**src/sv/ric_pkg.sv**
```systemverilog
// Shared types, constants and codes for the ratio interpolation calibrator.
// Depends on nothing; ric_if, ric_arith, ric_datapath, ric_ctrl and the top use it by scoped names.
package ric_pkg;

	localparam int TABLE_DEPTH = 1024;
	localparam int IDX_W       = $clog2(TABLE_DEPTH);
	localparam int CFG_W       = 11;
	localparam int DATA_W      = 32;
	localparam int FRAC_W      = 16;
	localparam int RATIO_W     = 49;
	localparam int WIDE_W      = 65;
	localparam int OPND_W      = 33;
	localparam int CNT_W       = 7;

	localparam logic [CFG_W-1:0] CFG_RESET = CFG_W'(TABLE_DEPTH);

	localparam logic REQ_LOAD  = 1'b0;
	localparam logic REQ_QUERY = 1'b1;

	localparam logic [2:0] ST_OK         = 3'd0;
	localparam logic [2:0] ST_LOADED     = 3'd1;
	localparam logic [2:0] ST_BELOW      = 3'd2;
	localparam logic [2:0] ST_ABOVE      = 3'd3;
	localparam logic [2:0] ST_ZERO_DET   = 3'd4;
	localparam logic [2:0] ST_ZERO_WIDTH = 3'd5;

	localparam logic [2:0] A_ZERO = 3'd0;
	localparam logic [2:0] A_NM1  = 3'd1;
	localparam logic [2:0] A_NM2  = 3'd2;
	localparam logic [2:0] A_ONE  = 3'd3;
	localparam logic [2:0] A_I    = 3'd4;
	localparam logic [2:0] A_I1   = 3'd5;
	localparam logic [2:0] A_I2   = 3'd6;

	typedef struct packed {
		logic                     req_type;
		logic [IDX_W-1:0]         entry_index;
		logic signed [DATA_W-1:0] entry_x;
		logic signed [DATA_W-1:0] entry_y;
		logic signed [DATA_W-1:0] peak_position;
		logic signed [DATA_W-1:0] laser_detuning;
	} req_t;

	typedef struct packed {
		logic signed [DATA_W-1:0] rabi_frequency;
		logic [2:0]               status;
	} rsp_t;

	typedef struct packed {
		logic       cap;
		logic       wr;
		logic       div1_start;
		logic       mul_start;
		logic       div2_start;
		logic       take_ratio;
		logic [2:0] addr_sel;
		logic       i_clr;
		logic       i_last;
		logic       i_inc;
		logic       take_l;
		logic       take_r;
		logic       clamp;
		logic       take_y;
		logic       fmul;
		logic       sat;
		logic       set_st;
		logic [2:0] st_code;
		logic       out_load;
	} cmd_t;

	typedef struct packed {
		logic is_load;
		logic det_zero;
		logic le_x;
		logic ge_x;
		logic gt_x;
		logic i_lt_last;
		logic x_eq;
		logic dy_zero;
		logic busy;
	} sts_t;

endpackage

```
**src/sv/ric_ctrl.sv**
```systemverilog
// Controller: sequences load, ratio divide, range checks, linear search,
// interpolation and scaling. Depends on ric_pkg.
module ric_ctrl (
	input  logic          clk,
	input  logic          arst_n,
	input  logic          in_valid,
	output logic          in_ready,
	output logic          out_valid,
	input  logic          out_ready,
	input  ric_pkg::sts_t sts,
	output ric_pkg::cmd_t cmd
);
	localparam logic [4:0] S_IDLE  = 5'd0;
	localparam logic [4:0] S_DISP  = 5'd1;
	localparam logic [4:0] S_WDIV1 = 5'd2;
	localparam logic [4:0] S_CX0   = 5'd3;
	localparam logic [4:0] S_CXN   = 5'd4;
	localparam logic [4:0] S_CXN2  = 5'd5;
	localparam logic [4:0] S_SRCH  = 5'd6;
	localparam logic [4:0] S_SEG   = 5'd7;
	localparam logic [4:0] S_SEGL  = 5'd8;
	localparam logic [4:0] S_SEGR  = 5'd9;
	localparam logic [4:0] S_CLAMP = 5'd10;
	localparam logic [4:0] S_CHKDY = 5'd11;
	localparam logic [4:0] S_WMUL  = 5'd12;
	localparam logic [4:0] S_WDIV2 = 5'd13;
	localparam logic [4:0] S_YSET  = 5'd14;
	localparam logic [4:0] S_FMUL  = 5'd15;
	localparam logic [4:0] S_SAT   = 5'd16;
	localparam logic [4:0] S_FIN   = 5'd17;

	logic [4:0] state_q, state_d;
	logic       out_valid_q;

	always_comb begin
		cmd      = '0;
		state_d  = state_q;
		in_ready = state_q == S_IDLE;
		case (state_q)
			S_IDLE: begin
				if (in_valid) begin
					cmd.cap = 1'b1;
					state_d = S_DISP;
				end
			end
			S_DISP: begin
				if (sts.is_load) begin
					cmd.wr      = 1'b1;
					cmd.set_st  = 1'b1;
					cmd.st_code = ric_pkg::ST_LOADED;
					state_d     = S_FIN;
				end else if (sts.det_zero) begin
					cmd.set_st  = 1'b1;
					cmd.st_code = ric_pkg::ST_ZERO_DET;
					state_d     = S_FIN;
				end else begin
					cmd.div1_start = 1'b1;
					state_d        = S_WDIV1;
				end
			end
			S_WDIV1: begin
				if (!sts.busy) begin
					cmd.take_ratio = 1'b1;
					cmd.addr_sel   = ric_pkg::A_ZERO;
					state_d        = S_CX0;
				end
			end
			S_CX0: begin
				if (sts.le_x) begin
					cmd.set_st  = 1'b1;
					cmd.st_code = ric_pkg::ST_BELOW;
					state_d     = S_FIN;
				end else begin
					cmd.addr_sel = ric_pkg::A_NM1;
					state_d      = S_CXN;
				end
			end
			S_CXN: begin
				if (sts.ge_x) begin
					cmd.set_st  = 1'b1;
					cmd.st_code = ric_pkg::ST_ABOVE;
					state_d     = S_FIN;
				end else begin
					cmd.addr_sel = ric_pkg::A_NM2;
					state_d      = S_CXN2;
				end
			end
			S_CXN2: begin
				if (sts.ge_x) begin
					cmd.i_last = 1'b1;
					state_d    = S_SEG;
				end else begin
					cmd.i_clr    = 1'b1;
					cmd.addr_sel = ric_pkg::A_ONE;
					state_d      = S_SRCH;
				end
			end
			S_SRCH: begin
				// read data is x[i+1]; next address is issued before i moves
				if (sts.i_lt_last && sts.gt_x) begin
					cmd.i_inc    = 1'b1;
					cmd.addr_sel = ric_pkg::A_I2;
				end else begin
					state_d = S_SEG;
				end
			end
			S_SEG: begin
				cmd.addr_sel = ric_pkg::A_I;
				state_d      = S_SEGL;
			end
			S_SEGL: begin
				cmd.take_l   = 1'b1;
				cmd.addr_sel = ric_pkg::A_I1;
				state_d      = S_SEGR;
			end
			S_SEGR: begin
				cmd.take_r = 1'b1;
				state_d    = S_CLAMP;
			end
			S_CLAMP: begin
				if (sts.x_eq) begin
					cmd.set_st  = 1'b1;
					cmd.st_code = ric_pkg::ST_ZERO_WIDTH;
					state_d     = S_FIN;
				end else begin
					cmd.clamp = 1'b1;
					state_d   = S_CHKDY;
				end
			end
			S_CHKDY: begin
				if (sts.dy_zero) begin
					state_d = S_YSET;
				end else begin
					cmd.mul_start = 1'b1;
					state_d       = S_WMUL;
				end
			end
			S_WMUL: begin
				if (!sts.busy) begin
					cmd.div2_start = 1'b1;
					state_d        = S_WDIV2;
				end
			end
			S_WDIV2: begin
				if (!sts.busy) begin
					state_d = S_YSET;
				end
			end
			S_YSET: begin
				cmd.take_y = 1'b1;
				state_d    = S_FMUL;
			end
			S_FMUL: begin
				cmd.fmul = 1'b1;
				state_d  = S_SAT;
			end
			S_SAT: begin
				cmd.sat = 1'b1;
				state_d = S_FIN;
			end
			S_FIN: begin
				if (!out_valid_q || out_ready) begin
					cmd.out_load = 1'b1;
					state_d      = S_IDLE;
				end
			end
			default: begin
				state_d = S_IDLE;
			end
		endcase
	end

	always_ff @(posedge clk or negedge arst_n) begin
		if (!arst_n) begin
			state_q     <= S_IDLE;
			out_valid_q <= 1'b0;
		end else begin
			state_q <= state_d;
			if (cmd.out_load) begin
				out_valid_q <= 1'b1;
			end else if (out_ready) begin
				out_valid_q <= 1'b0;
			end
		end
	end

	assign out_valid = out_valid_q;
endmodule

```
**config.mk**
```make
export PLATFORM = sky130hd
export DESIGN_NAME = ric_ctrl
export DESIGN_NICKNAME = d
export VERILOG_FILES = /design/src/sv/ric_pkg.sv /design/src/sv/ric_ctrl.sv
export SDC_FILE = /design/constraint.sdc
export NUM_CORES = 1
export LEC_CHECK = 0
export BUFFER_PORTS_ARGS = -buffer_cell sky130_fd_sc_hd__buf_2
export CAP_MARGIN = 20
export CORE_ASPECT_RATIO = 0.7
export CORE_MARGIN = 2
export CORE_UTILIZATION = 39
export DETAILED_ROUTE_END_ITERATION = 6
export PLACE_DENSITY = 0.8
export SLEW_MARGIN = 25
export SYNTH_ARGS = -nofsm -noshare
export SYNTH_HDL_FRONTEND = slang
export SYNTH_SLANG_ARGS = --single-unit
```
**constraint.sdc**
```tcl
create_clock -name clk -period 1.9 [get_ports clk]
set_input_delay 0.38 -clock clk [delete_from_list [all_inputs] [get_ports clk]]
set_output_delay 0.38 -clock clk [all_outputs]
set_load 0.01 [all_outputs]
```
# Yosys cells after proc, flatten, opt, wreduce, memory -nomap -nowiden
# Cells that the tools add are included.
# totals
out_inout_bits	25
word_cells	83
regBits	6
inputBits	13
# classes
n_eq_ne	23
reduce_logical	6
mux	52
# op_table
op	count
one-hot mux 5 bit (18 select lines)	1
two-way mux 5 bit	11
equality test 5 x 4 -> 1 bit (second input constant)	8
two-way mux 1 bit	26
two-way mux 4 bit	6
one-hot mux 3 bit (7 select lines)	1
equality test 5 x 3 -> 1 bit (second input constant)	4
one-hot mux 4 bit (4 select lines)	1
!= test 2 bit (second input constant)	6
equality test 5 x 2 -> 1 bit (second input constant)	2
equality test 5 bit (second input constant)	2
two-way mux 2 bit	4
two-way mux 3 bit	2
AND reduction 6 bit	1
equality test 5 x 1 -> 1 bit (second input constant)	1
zero test 5 bit	1
nonzero test 2 bit	1
logical AND 1 bit	1
zero test 1 bit	1
logical OR 1 bit	1

# Logic depth before layout (Yosys ltp)
# Gate-level depths: netlist of run 1.
# depth
word_depth	5
ltp_mapped	6
mapped_depth_nobuf	4

# Least setup slack after synthesis of run 1
# No wires, ideal clock.
# synth_path
kind	register to output
from	reg state_q[1]
to	out cmd[14] (netlist name)
required_time_ps	1520
setup_slack_ps	130
path_stages_with_launch	6
t_arrival_ps	1390
path_buffers	1
path_cell_list	dfrtp_1 clkbuf_1 inv_1 nor4_1 a21oi_1 o32ai_1
# synth_lines
element	line	rtl
from (decl)	ric_ctrl.sv:32	logic [4:0] state_q, state_d;
from (signal assigned)	ric_ctrl.sv:178	state_q <= state_d;
to (decl)	ric_ctrl.sv:11	output ric_pkg::cmd_t cmd

==> results of run 1 <==
-- synth_stat cells --
| cell type | number |
|---|---|
| and2_1 | 1 |
| o211ai_1 | 1 |
| clkbuf_1 | 3 |
| or2_2 | 1 |
| a2111oi_2 | 1 |
| nand2_1 | 11 |
| and3_1 | 3 |
| buf_6 | 1 |
| nor3_4 | 1 |
| or3b_1 | 1 |
| nor4_2 | 1 |
| mux2_1 | 2 |
| nand4b_1 | 2 |
| a31oi_1 | 1 |
| nand3_1 | 5 |
| a21o_1 | 1 |
| nand2b_1 | 4 |
| o21bai_1 | 1 |
| dfrtp_1 | 6 |
| nor3_1 | 9 |
| or4b_1 | 1 |
| o21ai_0 | 2 |
| a21oi_1 | 3 |
| nor4_1 | 1 |
| buf_2 | 4 |
| inv_1 | 3 |
| xnor2_1 | 1 |
| or3_1 | 1 |
| a21oi_2 | 1 |
| nor2b_1 | 6 |
| a32oi_1 | 1 |
| a211o_1 | 1 |
| o32ai_1 | 1 |
| nand4_1 | 3 |
| o311ai_0 | 1 |
| nor4bb_1 | 1 |
| a311o_1 | 1 |
| nor2_1 | 14 |
| nand3b_1 | 1 |
| o2111ai_1 | 1 |
-- timing repair --
item	4_1_cts	5_1_grt
resized for setup	12	21
hold buffers	1	0
hold endpoints to repair	6	0
pin swaps	2	2
setup endpoints to repair	20	19
buffers inserted	11	3
-- registers in the layout, summed over array words and instances, names as in the netlist --
| register | flops |
|---|---|
| out_valid | 1 |
| state_q | 5 |
-- per-layer routing --
layer | global-route usage [%] | vias to the layer above | routed length (um)
li1 | - | 490 | -
met1 | 30.58 | 509 | 1231
met2 | 50.29 | 94 | 1537
met3 | 7.742 | 30 | 346
met4 | 17.26 | 0 | 208
met5 | 0 | - | 0
-- metrics by stage --
step | TNS (ns) | std cells | total power [mW] | cell area, um2 | util [%]
3_3_place_gp | 0 | 163 | 1.025 | 968.4 | 53.16
2_1_floorplan | 0 | 104 | 0.7632 | 738.2 | -
6_report | -0.2561 | 181 | 1.529 | 1224 | 67.17
5_1_grt | -0.7951 | 181 | 1.606 | 1224 | 67.17
4_1_cts | -0.01165 | 178 | 1.303 | 1112 | 61.06
3_5_place_dp | 0 | 163 | 1.037 | 968.4 | 53.16
-- worst max-delay path, cell delays in order (launching register included) --
cell     delay (ns)
dfrtp_2        0.48
nor3_1         0.31
nand4_1        0.22
nand4_1        0.19
buf_2          0.16
-- power breakdown --
group	leakage [nW]	switching [mW]	internal, mW
Sequential	0.0703	0.103	0.179
Clock	0.0138	0.0540	0.0720
Combinational	0.532	0.610	0.511
-- worst min-delay path by stage --
stage / start / to / slack, ns
detailed placement: arst_n / state_q[1] / 0.22
finish: out_ready / out_valid / 0.43
floorplan: arst_n / out_valid / 0.08
CTS: out_ready / out_valid / 0.44
global placement: arst_n / state_q[2] / 0.21
global route: out_ready / out_valid / 0.45
-- area by class of cell --
cell class	instances	area, um2
inverters	3	11.26
multi-input cells	87	630.6
well taps	22	27.53
flip-flops and latches	6	156.4
repair buffers	60	375.4
clock buffers	3	22.52
fillers	137	598.1
-- cell families after synthesis --
kind of cell    after synthesis
flops                         6
xor+xnor                      1
compound gates               17
simple gates                 67
buf+inv                      11
mux                           2
==> results.py, run 1 <==
metrics = {
    "clocking": {
        "clk_latency_ns": 0.26,
        "cts_tree": "done",
        "cts_made_buffers": 3,
        "cts_sinks": 6,
        "clockRootBuffer": "clkbuf_4",
        "htreeDepth": 1,
        "clkTransAtPathRegs_ns": 0.04,
        "cts_buffer_depth": 2,
    },
    "route": {
        "drc": 0,
        "drtIter0Drc": 87,
        "wl_per_cell_um": 18.36,
        "via_per_inst": 6.204,
        "vias": 1123,
        "routed_wl_um": 3323,
        "dr.pass1.iters": 4,
        "ant_nets": 0,
    },
    "critical_path": {
        "reg2reg_slack_ns": 0.03,
        "r2r_start": "state_q[3]",
        "setup.worst_path.end": "cmd[4]",
        "crit_arrival_ns": 1.61,
        "crit_path_end_kind": "primary output",
        "reg2reg_depth": 5,
        "required_ns": 1.52,
        "timing.rr.end": "state_q[0]",
        "critPathMaxFanout": 7,
        "critPathLaunch": "state_q[4]",
        "crit_type": "reg2out",
        "start_kind": "register",
    },
    "timing": {
        "hold_violations": 0,
        "fin_crit_sh_pct": 104.6,
        "setup-violations-final": 6,
        "worst_slew_pin_slew_ns": 0.4264,
        "layout_setup_ws_ns": -0.08744,
        "report.final.slew_viol_count": 0,
        "timing.slew.headroom_pct": 71.21,
        "fin_worst_skew_ns": 0.004431,
        "clock.fmax_mhz": 503.2,
        "rsz0062_at_grt": "yes",
        "fin_hold_ws_ns": 0.4298,
        "timing.final.crit_period_ns": 1.987,
    },
    "min_path": {
        "holdPathStages": 3,
        "hold_path.class": "in2reg",
    },
    "yosys": {
        "yosys.area_share.simple_pct": 50.34,
        "synth_top_family_by_area": "simple AND/OR/NAND/NOR gates",
        "syn_avg_cell_area_um2": 7.098,
        "yosysSeqAreaShare_pct": 20.34,
        "synth-compound-area-share_pct": 17.80,
        "synth_nets": 117,
        "synth.distinct_cells": 40,
        "yosys-mux-area-fraction_pct": 3.051,
        "synthAdderAreaFrac_pct": 0,
        "yosysWarnings": 0,
        "synth_seq_cells": 6,
        "synth_top_area_cell": "dfrtp_1",
        "synth_top_area_share_pct": 20.34,
        "syn_inst": 104,
        "netlist_area_um2": 738.2,
        "synth_xor_xnor_area_share_pct": 1.186,
        "synthTopCellsByArea": "dfrtp_1 20%, nor2_1 7.1%, nor3_1 6.1%",
    },
    "layout": {
        "final_cell_mix": "37 x buf_2, 18 x buf_4, 10 x nand2_1",
        "drive_above_1_share_pct": 55.97,
        "final_common_cell": "buf_2",
        "antenna_cells": 0,
        "area_growth_pct": 65.76,
        "nNetsFinal": 174,
    },
    "status": {
        "status": "complete, but fails checks",
        "violations": "setup timing",
    },
    "grt": {
        "track_usage_pct": 27.78,
        "grt_max_degree": 11,
        "grt_pass1_wl_um": 4643,
        "grt_pass1_vias": 993,
        "grt_overflow": 0,
        "antenna_found_initial": 0,
    },
    "pwr": {
        "p_leak_nw": 0.6161,
        "vdd_drop_max_v": 0.0009846,
        "power_density_nw_per_um2": 1249,
    },
    "placement": {
        "place.gp.congestion": 0.9746,
        "place_hpwl_um": 1991,
        "pre_cts_ws_ns": 0.05407,
        "io_buffers": 37,
    },
    "floorplan": {
        "initial_core_util_pct": 40.52,
        "die_h_um": 40.40,
        "coreArea_um2": 1822,
        "rows": 13,
        "die-area_um2": 2262,
        "io-pin-count": 38,
        "fp.dieW_um": 56,
    },
    "job": {
        "maxCapViolations": 0,
    },
}
Note: power is estimated with default switching activity, not from simulation.
==> run 2, diff against run 1 <==
--- a/config.mk
+++ b/config.mk
@@ -12,6 +12,7 @@
 export CORE_UTILIZATION = 39
 export DETAILED_ROUTE_END_ITERATION = 6
 export PLACE_DENSITY = 0.8
+export SETUP_SLACK_MARGIN = 0.1
 export SLEW_MARGIN = 25
 export SYNTH_ARGS = -nofsm -noshare
 export SYNTH_HDL_FRONTEND = slang
==> run 2 against run 1 <==
Net effect: the run still ends with setup timing left; register-to-register slack got worse by 0.04 ns; via count increased by 14%; clock skew decreased by 0.0017 ns; highest routed layer unchanged.
==> results.py, run 2 (synthesis results as in run 1) <==
metrics = {
    "status": {
        "status": "complete, but fails checks",
        "violations": "setup timing",
    },
    "pwr": {
        "p_leak_nw": 0.7305,
        "pwr-share-clk_pct": 7.1,
        "power.switching_mw": 0.9837,
        "combPwrFrac_pct": 78.8,
        "power_density_nw_per_um2": 1322,
        "swShare_pct": 49.63,
        "total_power_mw": 1.982,
        "p_int_mw": 0.9983,
        "power_frac_seq_pct": 14.1,
        "vdd_drop_max_v": 0.001145,
    },
    "layout": {
        "final_cell_mix": "36 x buf_2, 26 x buf_4, 10 x buf_6",
        "post-route-util_pct": 82.28,
        "multi_input_area_um2": 739.5,
        "drive_above_1_share_pct": 69.14,
        "largest-register": "state_q",
        "area_growth_pct": 103.1,
        "seqCellArea_um2": 156.4,
        "design_area_um2": 1499,
        "largest_reg_flops": 5,
        "nNetsFinal": 190,
        "finalNonFillerCells": 197,
        "fillCellCount": 92,
        "final_common_cell": "buf_2",
        "antenna_cells": 0,
    },
    "floorplan": {
        "fp.dieW_um": 56,
        "initial_core_util_pct": 40.52,
        "coreArea_um2": 1822,
        "die_h_um": 40.40,
        "die-area_um2": 2262,
        "rows": 13,
        "io-pin-count": 38,
    },
    "placement": {
        "place_hpwl_um": 1991,
        "placed_area_um2": 968.4,
        "io_buffers": 37,
        "place.gp.congestion": 0.9746,
        "place_inst": 163,
    },
    "timing": {
        "fin_worst_skew_ns": 0.002712,
        "setup-violations-final": 24,
        "layout_setup_ws_ns": -0.2520,
        "clock.fmax_mhz": 464.7,
        "timing.final.crit_period_ns": 2.152,
        "rsz0062_at_grt": "yes",
        "worst_slew_pin_slew_ns": 0.4998,
        "report.final.slew_viol_count": 0,
        "timing.slew.headroom_pct": 66.22,
        "fin_crit_sh_pct": 113.3,
        "hold_violations": 0,
        "fin_hold_ws_ns": 0.4410,
    },
    "grt": {
        "grt_pass1_wl_um": 4823,
        "track_usage_pct": 29.60,
        "grt_max_degree": 11,
        "grt_pass1_vias": 979,
        "grt_overflow": 0,
        "antenna_found_initial": 0,
    },
    "clocking": {
        "cts_made_buffers": 3,
        "clk_latency_ns": 0.27,
        "clockRootBuffer": "clkbuf_4",
        "cts_buffer_depth": 2,
        "clkTransAtPathRegs_ns": 0.06,
        "cts_sinks": 6,
        "cts_tree": "done",
        "htreeDepth": 1,
    },
    "critical_path": {
        "crit_path_end_kind": "primary output",
        "required_ns": 1.52,
        "critPathMaxFanout": 7,
        "start_kind": "register",
        "crit_arrival_ns": 1.77,
        "crit_type": "reg2out",
    },
    "route": {
        "via_per_inst": 6.487,
        "dr.pass1.iters": 5,
        "ant_nets": 0,
        "drtIter0Drc": 142,
        "drc": 0,
        "vias": 1278,
        "routed_wl_um": 4396,
        "wl_per_cell_um": 22.31,
    },
    "job": {
        "maxCapViolations": 0,
    },
    "min_path": {
        "hold_path.class": "in2reg",
    },
}
## run 2: cell count changes in the layout (fill, tap and decap cells not counted), sizes merged
| cell | change |
|---|---|
| buf | +15 |
| clkbuf | +1 |
| clkinvlp | +1 |
| inv | -1 |
## run 2: routing by layer
metal  up-vias  track usage (%)  wire length, um
li1        523                -                -
met1       607            32.52             1681
met2       111            51.18             1990
met3        37            10.97              438
met4         0            18.45              284
met5         -                0                0
## run 2: metrics by stage
| step | TNS [ns] | worst slack [ns] |
|---|---|---|
| 3_3_place_gp | 0 | 0.1015 |
| 2_1_floorplan | 0 | 0.1296 |
| 3_5_place_dp | 0 | 0.05407 |
| 5_1_grt | -3.158 | -0.3597 |
| 6_report | -2.333 | -0.2520 |
| 4_1_cts | -0.01165 | -0.01165 |
## run 2: power by group through the flow
| stage | sequential [mW] | clock, mW | combinational (mW) |
|---|---|---|---|
| 3_5_place_dp | 0.256 | 0 | 0.780 |
| 6_report | 0.279 | 0.140 | 1.56 |
| 3_3_place_gp | 0.251 | 0 | 0.774 |
| 2_1_floorplan | 0.200 | 0 | 0.563 |
| 4_1_cts | 0.258 | 0.124 | 1.01 |
| 5_1_grt | 0.281 | 0.153 | 1.61 |
## run 2: what timing repair did
item | in CTS | in global routing
setup buffers | 13 | 17
hold endpoints to repair | 6 | 0
pin swaps | 4 | 14
resized for setup | 23 | 41
hold buffers | 1 | 0
endpoints found under the setup margin | 26 | 24
## run 2: area by class of cell
type	count	area share, %
multi-input combinational	87	49.33
tap	22	1.836
sequential	6	10.43
clock buffer	3	1.503
inverter	3	1.002
timing repair buffer	76	35.89
## run 2: critical path, stage by stage (launching register included)
cell and delay, ns:
dfrtp_2 0.49, buf_12 0.17, nor2_4 0.22, buf_6 0.16, nand2_8 0.07, nor3_2 0.20, buf_2 0.18
## run 2: final timing paths
path | start | to | slack [ns] | cells past startpoint
max | state_q[2] | cmd[8] | -0.25 | 6
min | out_ready | out_valid | 0.44 | 3
max reg2reg | state_q[0] | state_q[1] | -0.01 | 5
min reg2reg | out_valid | out_valid | 0.61 | 2
max in group asynchronous | arst_n | state_q[3] | 1.25 | 2
min in group asynchronous | arst_n | out_valid | 0.47 | 2
==> run 3, diff against run 2 <==
--- a/config.mk
+++ b/config.mk
@@ -11,6 +11,7 @@
 export CORE_MARGIN = 2
 export CORE_UTILIZATION = 39
 export DETAILED_ROUTE_END_ITERATION = 6
+export MAX_ROUTING_LAYER = met4
 export PLACE_DENSITY = 0.8
 export SETUP_SLACK_MARGIN = 0.1
 export SLEW_MARGIN = 25
==> run 3 against run 2 <==
Net effect: the run still ends with setup timing left; hold slack hardly changed; cell area shrank 5.7%; register-to-register slack worse by 0.02 ns; combinational power is 3% lower; clock power shrank 16%; sequential share of layout area up 0.63 points; critical path type unchanged; largest cell class unchanged; largest power group unchanged; highest routed layer unchanged.
==> results.py, run 3 (synthesis results as in run 1) <==
metrics = {
    "timing": {
        "setup-violations-final": 10,
        "report.final.slew_viol_count": 0,
        "fin_worst_skew_ns": 0.001885,
        "worst_slew_pin_slew_ns": 0.3813,
        "rsz0062_at_grt": "yes",
        "timing.final.crit_period_ns": 1.980,
        "hold_violations": 0,
        "fin_crit_sh_pct": 104.2,
        "layout_setup_ws_ns": -0.08039,
        "clock.fmax_mhz": 505.0,
        "timing.slew.headroom_pct": 74.58,
    },
    "grt": {
        "grt_use_met1_pct": 33.46,
        "antenna_found_initial": 0,
        "grtUsageMet3_pct": 5.806,
        "grt_max_degree": 12,
        "grt-busiest-layer": "met2",
        "track_usage_pct": 28.07,
        "grt_overflow": 0,
        "grt_pass1_vias": 941,
        "grtUsageMet2_pct": 47.35,
        "grt_pass1_wl_um": 4616,
    },
    "pwr": {
        "vdd_drop_max_v": 0.001073,
        "power_density_nw_per_um2": 1340,
        "p_leak_nw": 0.6886,
        "total_power_mw": 1.895,
    },
    "placement": {
        "place.gp.congestion": 1.027,
        "place_hpwl_um": 1892,
        "pre_cts_ws_ns": 0.02224,
        "io_buffers": 37,
    },
    "critical_path": {
        "r2r_start": "state_q[4]",
        "crit_type": "reg2out",
        "crit_path_end_kind": "primary output",
        "required_ns": 1.52,
        "critPathLaunch": "state_q[4]",
        "critPathMaxFanout": 6,
        "crit_arrival_ns": 1.60,
        "start_kind": "register",
    },
    "floorplan": {
        "fp.dieW_um": 56,
        "die-area_um2": 2262,
        "die_h_um": 40.40,
        "coreArea_um2": 1822,
        "rows": 13,
        "initial_core_util_pct": 40.52,
        "io-pin-count": 38,
    },
    "route": {
        "ant_nets": 0,
        "wl_per_cell_um": 20.23,
        "dr.pass1.iters": 5,
        "via_per_inst": 6.417,
        "routed_wl_um": 3884,
        "drtIter0Drc": 98,
        "vias": 1232,
        "drc": 0,
    },
    "status": {
        "status": "complete, but fails checks",
        "violations": "setup timing",
    },
    "min_path": {
        "hold_path.class": "in2reg",
        "min_from": "out_ready",
    },
    "layout": {
        "post-route-util_pct": 77.61,
        "antenna_cells": 0,
        "drive_above_1_share_pct": 62.94,
        "nNetsFinal": 185,
        "final_common_cell": "buf_2",
        "area_growth_pct": 91.53,
        "final_cell_mix": "36 x buf_2, 22 x buf_4, 9 x nand2_1, 9 x nor2_1, 9 x buf_6",
        "largest_reg_flops": 5,
        "fillCellCount": 119,
        "largest-register": "state_q",
    },
    "clocking": {
        "cts_made_buffers": 3,
        "clk_latency_ns": 0.24,
        "clockRootBuffer": "clkbuf_4",
        "cts_sinks": 6,
        "clkTransAtPathRegs_ns": 0.05,
        "cts_buffer_depth": 2,
        "cts_tree": "done",
        "htreeDepth": 1,
    },
    "job": {
        "maxCapViolations": 0,
    },
}
run 3: timing repair:
action	4_1_cts	5_1_grt
hold endpoints to repair	6	0
hold buffers	1	0
resized for setup	26	28
buffers inserted	12	14
pin swaps	12	12
setup endpoints to repair	26	25
run 3: area by class of cell:
class	count	area (um2)	share of cell area [%]
Clock buffer	3	22.52	1.593
Inverter	3	16.27	1.150
Multi-Input combinational cell	87	684.4	48.41
Sequential cell	6	156.4	11.06
Tap cell	22	27.53	1.947
Timing Repair Buffer	71	506.7	35.84
run 3: report_power, final:
part / switching (mW) / internal (mW) / leakage (nW)
clock: 0.0457 / 0.0714 / 0.0138
combinational: 0.783 / 0.737 / 0.604
sequential: 0.0791 / 0.179 / 0.0703
total: 0.908 / 0.988 / 0.689
run 3: metrics by stage:
stage          hold WS [ns]  area (um2)  setup TNS (ns)  instances
2_1_floorplan       0.08441       738.2               0        104
3_3_place_gp         0.2026       960.9               0        162
3_5_place_dp         0.2124       960.9               0        162
4_1_cts              0.4430        1172               0        178
5_1_grt              0.4337        1414          -1.397        192
6_report             0.4409        1414         -0.3435        192
run 3: final timing paths:
path,end,slack (ns),cells after the start
setup reg to reg,state_q[1],-0.03,5
setup / recovery,cmd[14],-0.08,5
min in group asynchronous,out_valid,0.51,2
hold / removal,out_valid,0.44,3
max in group asynchronous,state_q[2],1.23,2
hold reg to reg,out_valid,0.54,2
run 3: critical path, cell delays in order (launching register included):
cell and delay, ns:
dfrtp_2 0.45, nand2b_1 0.22, nor2_2 0.20, a21oi_1 0.10, o32ai_1 0.21, buf_2 0.17
run 3: metal layers:
layer | share of wire [%] | vias up
met5 | 0 | -
met4 | 3.3 | 0
met3 | 9.3 | 20
met2 | 46 | 100
met1 | 41 | 592
li1 | - | 520
